**src/lrf_pkg.sv**
```systemverilog
// Shared types and constants for the longest-remaining-first scheduler.
// Used by lrf_cmp and longest_remaining_first_scheduler; no dependencies.
`default_nettype none

package lrf_pkg;

  localparam int DATA_W  = 16;
  localparam int TIME_W  = 32;
  localparam int OSLOT_W = 3;

  // Function codes of an input item
  localparam logic FUNC_LOAD = 1'b0;
  localparam logic FUNC_TICK = 1'b1;

  // One slot table entry
  typedef struct packed {
    logic [DATA_W-1:0] id;
    logic [DATA_W-1:0] rem;
    logic [DATA_W-1:0] burst;
  } entry_t;

  // Control of the shared compare unit
  typedef struct packed {
    logic clear;
    logic en;
  } cmp_ctl_t;

endpackage

`default_nettype wire

```
**src/lrf_cmp.sv**
```systemverilog
// Shared compare unit: keeps the best candidate seen during a slot scan.
// Depends on lrf_pkg for entry_t and cmp_ctl_t.
`default_nettype none

module lrf_cmp import lrf_pkg::*; #(
  parameter int SLOTS = 8
) (
  input  logic                       clk,
  input  logic                       rst,
  input  cmp_ctl_t                   ctl,
  input  logic [$clog2(SLOTS)-1:0]   cand_idx,
  input  entry_t                     cand,
  input  logic                       cand_ok,
  output logic                       found,
  output logic [$clog2(SLOTS)-1:0]   best_idx,
  output entry_t                     best
);

  logic better;

  // Candidate wins on more remaining time, then on lower id; equal keeps the earlier slot
  assign better = cand_ok &&
                  (!found || (cand.rem > best.rem) ||
                   ((cand.rem == best.rem) && (cand.id < best.id)));

  // Hold or replace the running best
  always_ff @(posedge clk) begin
    if (rst) begin
      found <= 1'b0;
    end else if (ctl.clear) begin
      found <= 1'b0;
    end else if (ctl.en && better) begin
      found <= 1'b1;
    end
    if (!ctl.clear && ctl.en && better) begin
      best_idx <= cand_idx;
      best     <= cand;
    end
  end

endmodule

`default_nettype wire

```
**src/longest_remaining_first_scheduler.sv**
```systemverilog
// Top level of the longest-remaining-first scheduler: slot table, sequencer, result register.
// Depends on lrf_pkg and lrf_cmp.
//
//   channel | valid     | stall     | payload
//   --------+-----------+-----------+-------------------------------------------------
//   request | req_valid | req_stall | func, slot, job_id, burst
//   result  | rsp_valid | rsp_stall | idle, chosen_slot, chosen_id, tick_time,
//           |           |           | finished, completion_time, wait_time
//
// A load item is written straight from idle. A tick item must finish before the next item
// can be taken: the slot table has one read port and is scanned one slot a cycle.
// req_stall is high while a tick is in progress; a tick whose result cannot be
// registered because an earlier result is still stalled waits in its update step.
// Reset (rst, synchronous) clears all valid bits, the time counter and the sequencer.
`default_nettype none

module longest_remaining_first_scheduler import lrf_pkg::*; #(
  parameter int SLOTS = 8
) (
  input  logic                clk,
  input  logic                rst,
  input  logic                req_valid,
  output logic                req_stall,
  input  logic                func,
  input  logic [OSLOT_W-1:0]  slot,
  input  logic [DATA_W-1:0]   job_id,
  input  logic [DATA_W-1:0]   burst,
  output logic                rsp_valid,
  input  logic                rsp_stall,
  output logic                idle,
  output logic [OSLOT_W-1:0]  chosen_slot,
  output logic [DATA_W-1:0]   chosen_id,
  output logic [TIME_W-1:0]   tick_time,
  output logic                finished,
  output logic [TIME_W-1:0]   completion_time,
  output logic [TIME_W-1:0]   wait_time
);

  localparam int SLOT_W = $clog2(SLOTS);
  localparam int CNT_W  = SLOT_W + 1;

  typedef enum logic [1:0] {S_IDLE, S_SCAN, S_UPD, S_WAIT} state_t;

  state_t               state;
  logic [CNT_W-1:0]     cnt;
  logic                 cmp_pend;
  logic [SLOT_W-1:0]    cmp_idx;
  logic [SLOTS-1:0]     slot_vld;
  logic [TIME_W-1:0]    current_time;
  logic [TIME_W-1:0]    time_next;

  entry_t               mem [SLOTS];
  entry_t               rd_data;
  logic [SLOT_W-1:0]    rd_addr;
  logic                 wr_en;
  logic [SLOT_W-1:0]    wr_addr;
  entry_t               wr_data;

  logic                 req_acc;
  logic                 load_ok;
  logic                 out_free;
  cmp_ctl_t             cmp_ctl;
  logic                 best_found;
  logic [SLOT_W-1:0]    best_idx;
  entry_t               best;
  logic                 best_last;

  assign req_stall = (state != S_IDLE);
  assign req_acc   = req_valid && !req_stall;
  assign load_ok   = (32'(slot) < SLOTS);
  assign out_free  = !rsp_valid || !rsp_stall;
  assign rd_addr   = cnt[SLOT_W-1:0];
  assign best_last = (best.rem == DATA_W'(1));
  assign time_next = (current_time == '1) ? current_time : current_time + TIME_W'(1);

  // Table write: a load from idle, or the decremented entry from the update step
  always_comb begin
    wr_en   = 1'b0;
    wr_addr = SLOT_W'(slot);
    wr_data = '{id: job_id, rem: burst, burst: burst};
    if (state == S_UPD) begin
      wr_en   = best_found && out_free;
      wr_addr = best_idx;
      wr_data = '{id: best.id, rem: best.rem - DATA_W'(1), burst: best.burst};
    end else if (req_acc && func == FUNC_LOAD) begin
      wr_en = load_ok;
    end
  end

  // Slot table with registered read
  always_ff @(posedge clk) begin
    if (wr_en) begin
      mem[wr_addr] <= wr_data;
    end
    rd_data <= mem[rd_addr];
  end

  assign cmp_ctl.clear = req_acc && (func == FUNC_TICK);
  assign cmp_ctl.en    = (state == S_SCAN) && cmp_pend;

  lrf_cmp #(.SLOTS(SLOTS)) u_cmp (
    .clk      (clk),
    .rst      (rst),
    .ctl      (cmp_ctl),
    .cand_idx (cmp_idx),
    .cand     (rd_data),
    .cand_ok  (slot_vld[cmp_idx] && (rd_data.rem != '0)),
    .found    (best_found),
    .best_idx (best_idx),
    .best     (best)
  );

  // Sequencer, valid bits, time counter and result register
  always_ff @(posedge clk) begin
    if (rst) begin
      state        <= S_IDLE;
      cnt          <= '0;
      cmp_pend     <= 1'b0;
      slot_vld     <= '0;
      current_time <= '0;
      rsp_valid    <= 1'b0;
    end else begin
      if (rsp_valid && !rsp_stall) begin
        rsp_valid <= 1'b0;
      end
      unique case (state)
        S_IDLE: begin
          if (req_acc) begin
            if (func == FUNC_TICK) begin
              state    <= S_SCAN;
              cnt      <= '0;
              cmp_pend <= 1'b0;
            end else if (load_ok) begin
              slot_vld[SLOT_W'(slot)] <= 1'b1;
            end
          end
        end
        S_SCAN: begin
          // issue one read a cycle; the compare takes the registered read data in the next cycle
          if (cnt < CNT_W'(SLOTS)) begin
            cmp_idx  <= rd_addr;
            cmp_pend <= 1'b1;
            cnt      <= cnt + CNT_W'(1);
          end else begin
            cmp_pend <= 1'b0;
            state    <= S_UPD;
          end
        end
        S_UPD: begin
          if (out_free) begin
            tick_time <= current_time;
            wait_time <= '0;
            if (best_found) begin
              idle        <= 1'b0;
              chosen_slot <= OSLOT_W'(best_idx);
              chosen_id   <= best.id;
              finished    <= best_last;
              completion_time <= best_last ? time_next : '0;
              current_time    <= time_next;
              if (best_last) begin
                slot_vld[best_idx] <= 1'b0;
              end
            end else begin
              idle            <= 1'b1;
              chosen_slot     <= '0;
              chosen_id       <= '0;
              finished        <= 1'b0;
              completion_time <= '0;
            end
            state <= S_WAIT;
          end
        end
        S_WAIT: begin
          // waiting time from completion time, floored at zero
          if (finished && completion_time >= TIME_W'(best.burst)) begin
            wait_time <= completion_time - TIME_W'(best.burst);
          end
          rsp_valid <= 1'b1;
          state     <= S_IDLE;
        end
        default: begin
          state <= S_IDLE;
        end
      endcase
    end
  end

endmodule

`default_nettype wire

```
**config.mk**
```make
export PLATFORM = sky130hd
export DESIGN_NAME = longest_remaining_first_scheduler
export DESIGN_NICKNAME = d
export VERILOG_FILES = /design/src/lrf_pkg.sv /design/src/lrf_cmp.sv /design/src/longest_remaining_first_scheduler.sv
export SDC_FILE = /design/constraint.sdc
export NUM_CORES = 1
export LEC_CHECK = 0
export BUFFER_PORTS_ARGS = -buffer_cell sky130_fd_sc_hd__buf_2
export CAP_MARGIN = 20
export CORE_UTILIZATION = 45
export DETAILED_ROUTE_END_ITERATION = 8
export PLACE_DENSITY_LB_ADDON = 0.25
export SYNTH_ARGS = -nofsm -noshare
export SYNTH_HDL_FRONTEND = slang
export SYNTH_HIERARCHICAL = 1
export SYNTH_SLANG_ARGS = --single-unit
export TNS_END_PERCENT = 50
```
**constraint.sdc**
```tcl
create_clock -name clk -period 14 [get_ports clk]
set_input_delay 1.4 -clock clk [delete_from_list [all_inputs] [get_ports clk]]
set_output_delay 1.4 -clock clk [all_outputs]
set_load 0.02 [all_outputs]
```
# == Yosys cells after proc, flatten, opt, wreduce, memory -nomap -nowiden ==
# Memories as Yosys holds them, arrays and structs flattened. A register that Yosys moved wholly into a read port is not among the register bits.
# Cells that the tools add are included.
# totals
output_inout_bits,119
word_cells,131
n_memories,1
regBits,220
ramBits,384
# classes
n_lt_le_gt_ge,9
bitwise,5
n_eq_ne,15
n_reduce_logical,40
mux,38
n_addsub,4
# memory_table
name,words,word_bits,read_ports,rd_ports_with_merged_regs,wr,line_no,rtl
mem,8,48,1,1,1,longest_remaining_first_scheduler.sv:52,entry_t mem [SLOTS];
# op_table
cell,n
$mux W32,3
$pmux W32 S2,1
$mux W48,1
$mux W8,5
$add A32 B1 Y32 const B,1
$eq A32 B32 Y1 const B,1
$ge A32 B16 Y1,1
$sub A32 B16 Y32,1
$eq A16 B1 Y1 const B,1
$eq A16 B16 Y1,1
$gt A16 B16 Y1,1
$lt A16 B16 Y1,1
$pmux W8 S2,1
$reduce_bool A16 Y1,1
$sub A16 B1 Y16 const B,1
$logic_and A1 B1 Y1,15
$ne A2 B2 Y1 const B,7
$mux W1,13
$lt A3 B4 Y1 const B,3
$mux W4,3
$reduce_and A3 Y1,4
$reduce_and A4 Y1,3
$reduce_bool A2 Y1,5
$and A8 B8 Y8,1
other kinds (22),36

# == Logic depth before layout (Yosys ltp) ==
# logic_depth
depth_word,10
depth_mapped,10

# == Cells and area by module ==
# The synthesis kept the hierarchy.
# by_module_without_submodules
mod,instances,area_each_um2,cells_each,seq_area_each_um2
longest_remaining_first_scheduler,1,24641.1,1530,17056.4
lrf_cmp,1,2358.5,165,1551.5

# == Least setup slack after synthesis ==
# Ideal clock, no wire load.
# synth_timing
path_kind,flip-flop to flip-flop
startpoint,"register, netlist name u_cmp/best[27]"
endpoint,"register, netlist name u_cmp/best[0]"
setup_ns,0.552
path_slack_ns,7.620
stages_incl_launch_ff,8
t_required_ns,13.448
t_arrival_ns,5.829
cell_sequence,edfxtp_1 -> inv_1 -> ha_1 -> nand4_1 -> or2_1 -> a211o_2 -> a31o_2 -> a311oi_1
# synth_via
elab_chain_len,5
# synth_rtl
element,line_no,rtl
$gt A16 B16 Y1 / $eq A16 B16 Y1 (equally long branches),"lrf_cmp.sv:23, lrf_cmp.sv:24",
$logic_or A1 B1 Y1 / $logic_and A1 B1 Y1 (equally long branches),"lrf_cmp.sv:23, lrf_cmp.sv:24",
$logic_or A1 B1 Y1 *,lrf_cmp.sv:23,(!found || (cand.rem > best.rem) ||
$logic_and A1 B1 Y1 *,lrf_cmp.sv:22,assign better = cand_ok &&
$logic_and A1 B1 Y1 *,lrf_cmp.sv:35,if (!ctl.clear && ctl.en && better) begin
# Every way passes the cells marked *; elsewhere a longest branch is shown, timed or not.
# A chain may end at the register's enable or synchronous reset.

# == Worst setup path after layout ==
# layout_timing
startpoint,"register, netlist name u_cmp/best[27]"
endpoint,"register, netlist name u_cmp/best[5]"
# layout_via
elab_chain_len,5
# layout_rtl
element,line_no
$gt A16 B16 Y1 / $eq A16 B16 Y1 (equally long branches),"lrf_cmp.sv:23, lrf_cmp.sv:24"
$logic_or A1 B1 Y1 / $logic_and A1 B1 Y1 (equally long branches),"lrf_cmp.sv:23, lrf_cmp.sv:24"
$logic_or A1 B1 Y1 *,lrf_cmp.sv:23
$logic_and A1 B1 Y1 *,lrf_cmp.sv:22
$logic_and A1 B1 Y1 *,lrf_cmp.sv:35
# Marks and branches as above.

==> reports/results.env <==
RESULT_OF_THE_RUN='finished, violations left'
FAILED_CHECKS='DRC'
CTS_SINKS=652
TOP_USAGE_LAYER='met2'
MET3_USAGE=0.03115
CRITICAL_PATH.REG2REG.STARTPOINT='u_cmp/best[27]$_DFFE_PP_'
CP.ARRIVAL_NS=3.80
REG2REG_TO='u_cmp/best[5]$_DFFE_PP_'
NET_COUNT_OF_THE_MAPPED_NETLIST=1791
FINALWEIGHTEDCONGESTION=0.8864
WORST-R2R-SETUP-SLACK_NS=10.41
GROUTE.LAYER.MET2.USAGE=0.3437
TIMING.MAX_SLEW.REL_SLACK=0.3697
CLOCK_LATENCY_NS=0.61
DIE_OUTLINE_WIDTH_UM=246.9
PWR_DENSITY_nW_PER_UM2=153.7
TIMING.HOLD.WORST_PATH_DEPTH=0
YOSYS_WARNINGS=6
FILLCELLCOUNT=4857
MAX_VDD_DROP_V=0.00007692
POST_SYNTH_INSTANCE_AREA_UM2=27000
CTS-ROOT-TO-SINK-BUFFERS=3
PLACE_HPWL_UM=37470
WORSTSETUPENDPOINTTYPE='flop'
REQUIRED_TIME_OF_THE_CRITICAL_PATH_NS=14.21
WORST-SLEW-PIN-TRANSITION_NS=0.9384
SYNTH-MAIN-FF-CELL='edfxtp_1'
PATH_CLK_SLEW_NS=0.06
WORST-SETUP-PATH-TYPE='flop to flop'
CRITPATHMAXFANOUT=51
DRV_SLEW=0
SHARE_SEQ_OF_TOTAL_POWER=0.494
YOSYS_CELL_TYPES=70
CTS_TREE='done'
DRC=28
LAYOUT_OVERHEAD_ON_THE_SYNTHESIZED_AREA_PCT=14.92
CTSHOLDBUFFERS=0
POSTCTSSETUPBUFFERS=0
WORSTREGTOREGCELLS=8
POWER.LEAKAGE_uW=0.01029
DETAILEDROUTE.FIRSTITERATIONVIOLATIONS=1067
TOP_LEVEL_PORT_COUNT=159
COMBINATIONALPOWERSHARE=0.123
PLACEMENT.SETUP.WORST_SLACK_NS=10.05
PLACE.DETAILED.INSTANCES=2580
FLOORPLAN.INITIALDENSITY=0.4566
GRT_START_MAX_NET_PINS=56
CORE_AREA_UM2=59130
FP.DIEAREA_UM2=60980
SYNTH_EDF_COUNT=555
FIN_CRIT_NS=3.593
LAYOUT_WORST_PATH_CYCLE_SHARE=0.2567
CAP_VIOL_MAX_COUNT=0
MIN-DELAY-START='rd_data[12]$_DFF_P_'
FMAXACHIEVABLE_GHz=0.2783
DRT_PASS1_ITERATIONS=7
CP-START-KIND='flop'
GLOBALROUTEMET1UTIL=0.2629
LAYOUT-DRIVE-GT1-SHARE=0.2605
GRT_FIRST_PASS_WIRELENGTH_UM=91600
IO_BUFFERS=158
CLOCK-ROOT-BUFFER='clkbuf_16'
NUM_VIAS=15050
POWER_SWITCHING_SHARE=0.2490
POSTCTSRESIZEDCELLS=0
FINAL-SETUP-VIOL-COUNT=0
TIMING.CLOCK.SKEW_NS=0.02677
AVGSYNTHCELLAREA_UM2=15.93
TIMING_HOLD_VIOLATIONS_FINAL=0
HTREE_LEVELS=3
FIN_SETUP_TNS_NS=0
GRT_OVERFLOW_TOTAL=0
TOTAL_CTS_BUFFERS=69
POWER_FRAC_CLOCK=0.383
ASYNCSETRESETFLOPFRACSYNTH=0
INTPOWER_uW=3582
NUMBER_OF_NETS_IN_THE_FINISHED_DESIGN=1974
SYNTH-SEQ-AREA-SHARE=0.6892
HOLDCRITPATHCLASS='flop to flop'
ROUTED_VIA_DENSITY=5.556
FP.DIEH_UM=246.9
WL_PER_CELL_UM=22.27
ROW_COUNT=89
DRT.ANTENNA.VIOLATING_NETS=0
LAYOUTNONFILLERINSTCOUNT=2708
GRT_SETUP_UNREPAIRED='false'
TOTAL_SWITCHING_POWER_uW=1188
ROUTE.FINAL.WIRE_LENGTH_UM=60310
GRT_RESOURCE_USAGE_TOTAL=0.2009
VIAS_IN_THE_FIRST_GLOBAL_ROUTE=15420
INSERTEDDIODECOUNT=0
SYN-INSTANCE-COUNT=1695
GRT_ANTENNA_BEFORE_REPAIR=1
POSTSYNTHREGISTERBITS=652
HOLD_END='u_cmp/best[12]$_DFFE_PP_'
SETUP_WS_NS=10.41
-- worst max-delay path, cell delays in order, from the launching register on --
cell and delay [ns]:
edfxtp_1 0.47, inv_1 0.08, ha_1 0.32, nand4_1 0.15, or2_1 0.28, or3_1 0.47, a2111o_1 0.38, a311oi_4 0.30
buf_4 0.72
-- registers in the layout, summed over array words and instances, names as in the netlist --
signal	cells
mem	384
rd_data	48
u_cmp/best	48
completion_time	32
current_time	32
tick_time	32
wait_time	32
chosen_id	16
slot_vld	8
cnt	4
chosen_slot	3
cmp_idx	3
u_cmp/best_idx	3
state	2
cmp_pend	1
finished	1
idle	1
rsp_valid	1
u_cmp/found	1
-- per-layer routing --
layer	wire, um	vias up
li1	-	6874
met1	25290	7674
met2	30640	421
met3	3176	77
met4	1198	0
met5	0	-
-- kinds of logic (layout without fill, tap and decap cells) --
family | Yosys count | in the layout | share of synthesized area
DFF | 652 | 652 | 0.6892
and+or+nand+nor | 421 | 421 | 0.08059
muxes | 192 | 192 | 0.1202
AOI/OAI and AO/OA | 162 | 162 | 0.03874
buffers and inverters | 135 | 375 | 0.02007
xor gates and xnor gates | 77 | 77 | 0.02498
adders and majority gates | 56 | 56 | 0.02623
-- cell usage after synthesis (all sizes together) (7+ instances only) --
master	count	area share
a211oi	14	0.0043
a21o	11	0.0031
a21oi	61	0.011
a31oi	10	0.0023
and2	21	0.0049
and3	8	0.0019
buf	27	0.0051
clkbuf	42	0.0058
dfxtp	97	0.072
edfxtp	555	0.62
ha	55	0.025
inv	65	0.0090
mux2	78	0.033
mux2i	16	0.0059
mux4	98	0.082
nand2	81	0.011
nand2b	21	0.0050
nand3	27	0.0052
nand3b	7	0.0019
nand4	33	0.0083
nor2	138	0.019
nor2b	7	0.0016
nor3	32	0.0069
nor4	16	0.0061
o21ai	22	0.0041
or3	15	0.0037
xnor2	30	0.0097
xor2	47	0.015
-- power groups by stage --
stage | logic (uW) | registers, uW | clock network (uW)
2_1_floorplan | 384 | 2410 | 0
3_3_place_gp | 579 | 2390 | 0
3_5_place_dp | 594 | 2400 | 0
4_1_cts | 596 | 2360 | 1870
5_1_grt | 641 | 2370 | 1940
6_report | 588 | 2360 | 1830
-- stage by stage --
stage,total power (uW),utilization,hold slack (ns),instance area (um2)
floorplan,2794,-,0.3855,27000
global placement,2973,0.4861,0.3870,28740
detailed placement,2992,0.4861,0.3887,28740
CTS,4821,0.5247,0.3954,31030
global route,4947,0.5247,0.4066,31030
finish,4770,0.5247,0.3957,31030
-- area by class of cell --
type,instances,area (um2),share of cell area
clock buffers,96,1919,0.06186
clock inverters,32,366.6,0.01182
inverters,66,247.7,0.007984
multi-input cells,908,7948,0.2561
flip-flops and latches,652,18620,0.6000
well taps,773,967.2,0.03117
repair buffers,181,963.4,0.03105
-- worst max path at each step --
stage                        startpoint                       to
2_1_floorplan  u_cmp/best[27]$_DFFE_PP_  u_cmp/best[0]$_DFFE_PP_
3_3_place_gp                  rsp_stall     mem[7][32]$_DFFE_PP_
3_5_place_dp                  rsp_stall     mem[5][34]$_DFFE_PP_
4_1_cts        u_cmp/best[27]$_DFFE_PP_  u_cmp/best[5]$_DFFE_PP_
5_1_grt        u_cmp/best[27]$_DFFE_PP_  u_cmp/best[5]$_DFFE_PP_
6_report       u_cmp/best[27]$_DFFE_PP_  u_cmp/best[5]$_DFFE_PP_
-- cells in the final DEF, fill, tap and decap left out, types with 10 or more instances in the layout --
cell / n
edfxtp_1: 555
buf_2: 158
nor2_1: 128
mux4_2: 98
dfxtp_1: 94
nand2_1: 80
mux2_2: 78
clkbuf_16: 70
inv_1: 65
a21oi_1: 61
ha_1: 54
xor2_1: 47
xnor2_1: 30
nand4_1: 30
nor3_1: 27
nand3_1: 26
buf_4: 23
o21ai_0: 21
and2_1: 21
nand2b_1: 20
clkbuf_1: 19
mux2i_1: 16
or3_1: 14
a211oi_1: 12
a21o_1: 11
nor4_1: 10
a31oi_1: 10
nor2_4: 10
clkinv_2: 10
Power figures use the tool's default switching activity.
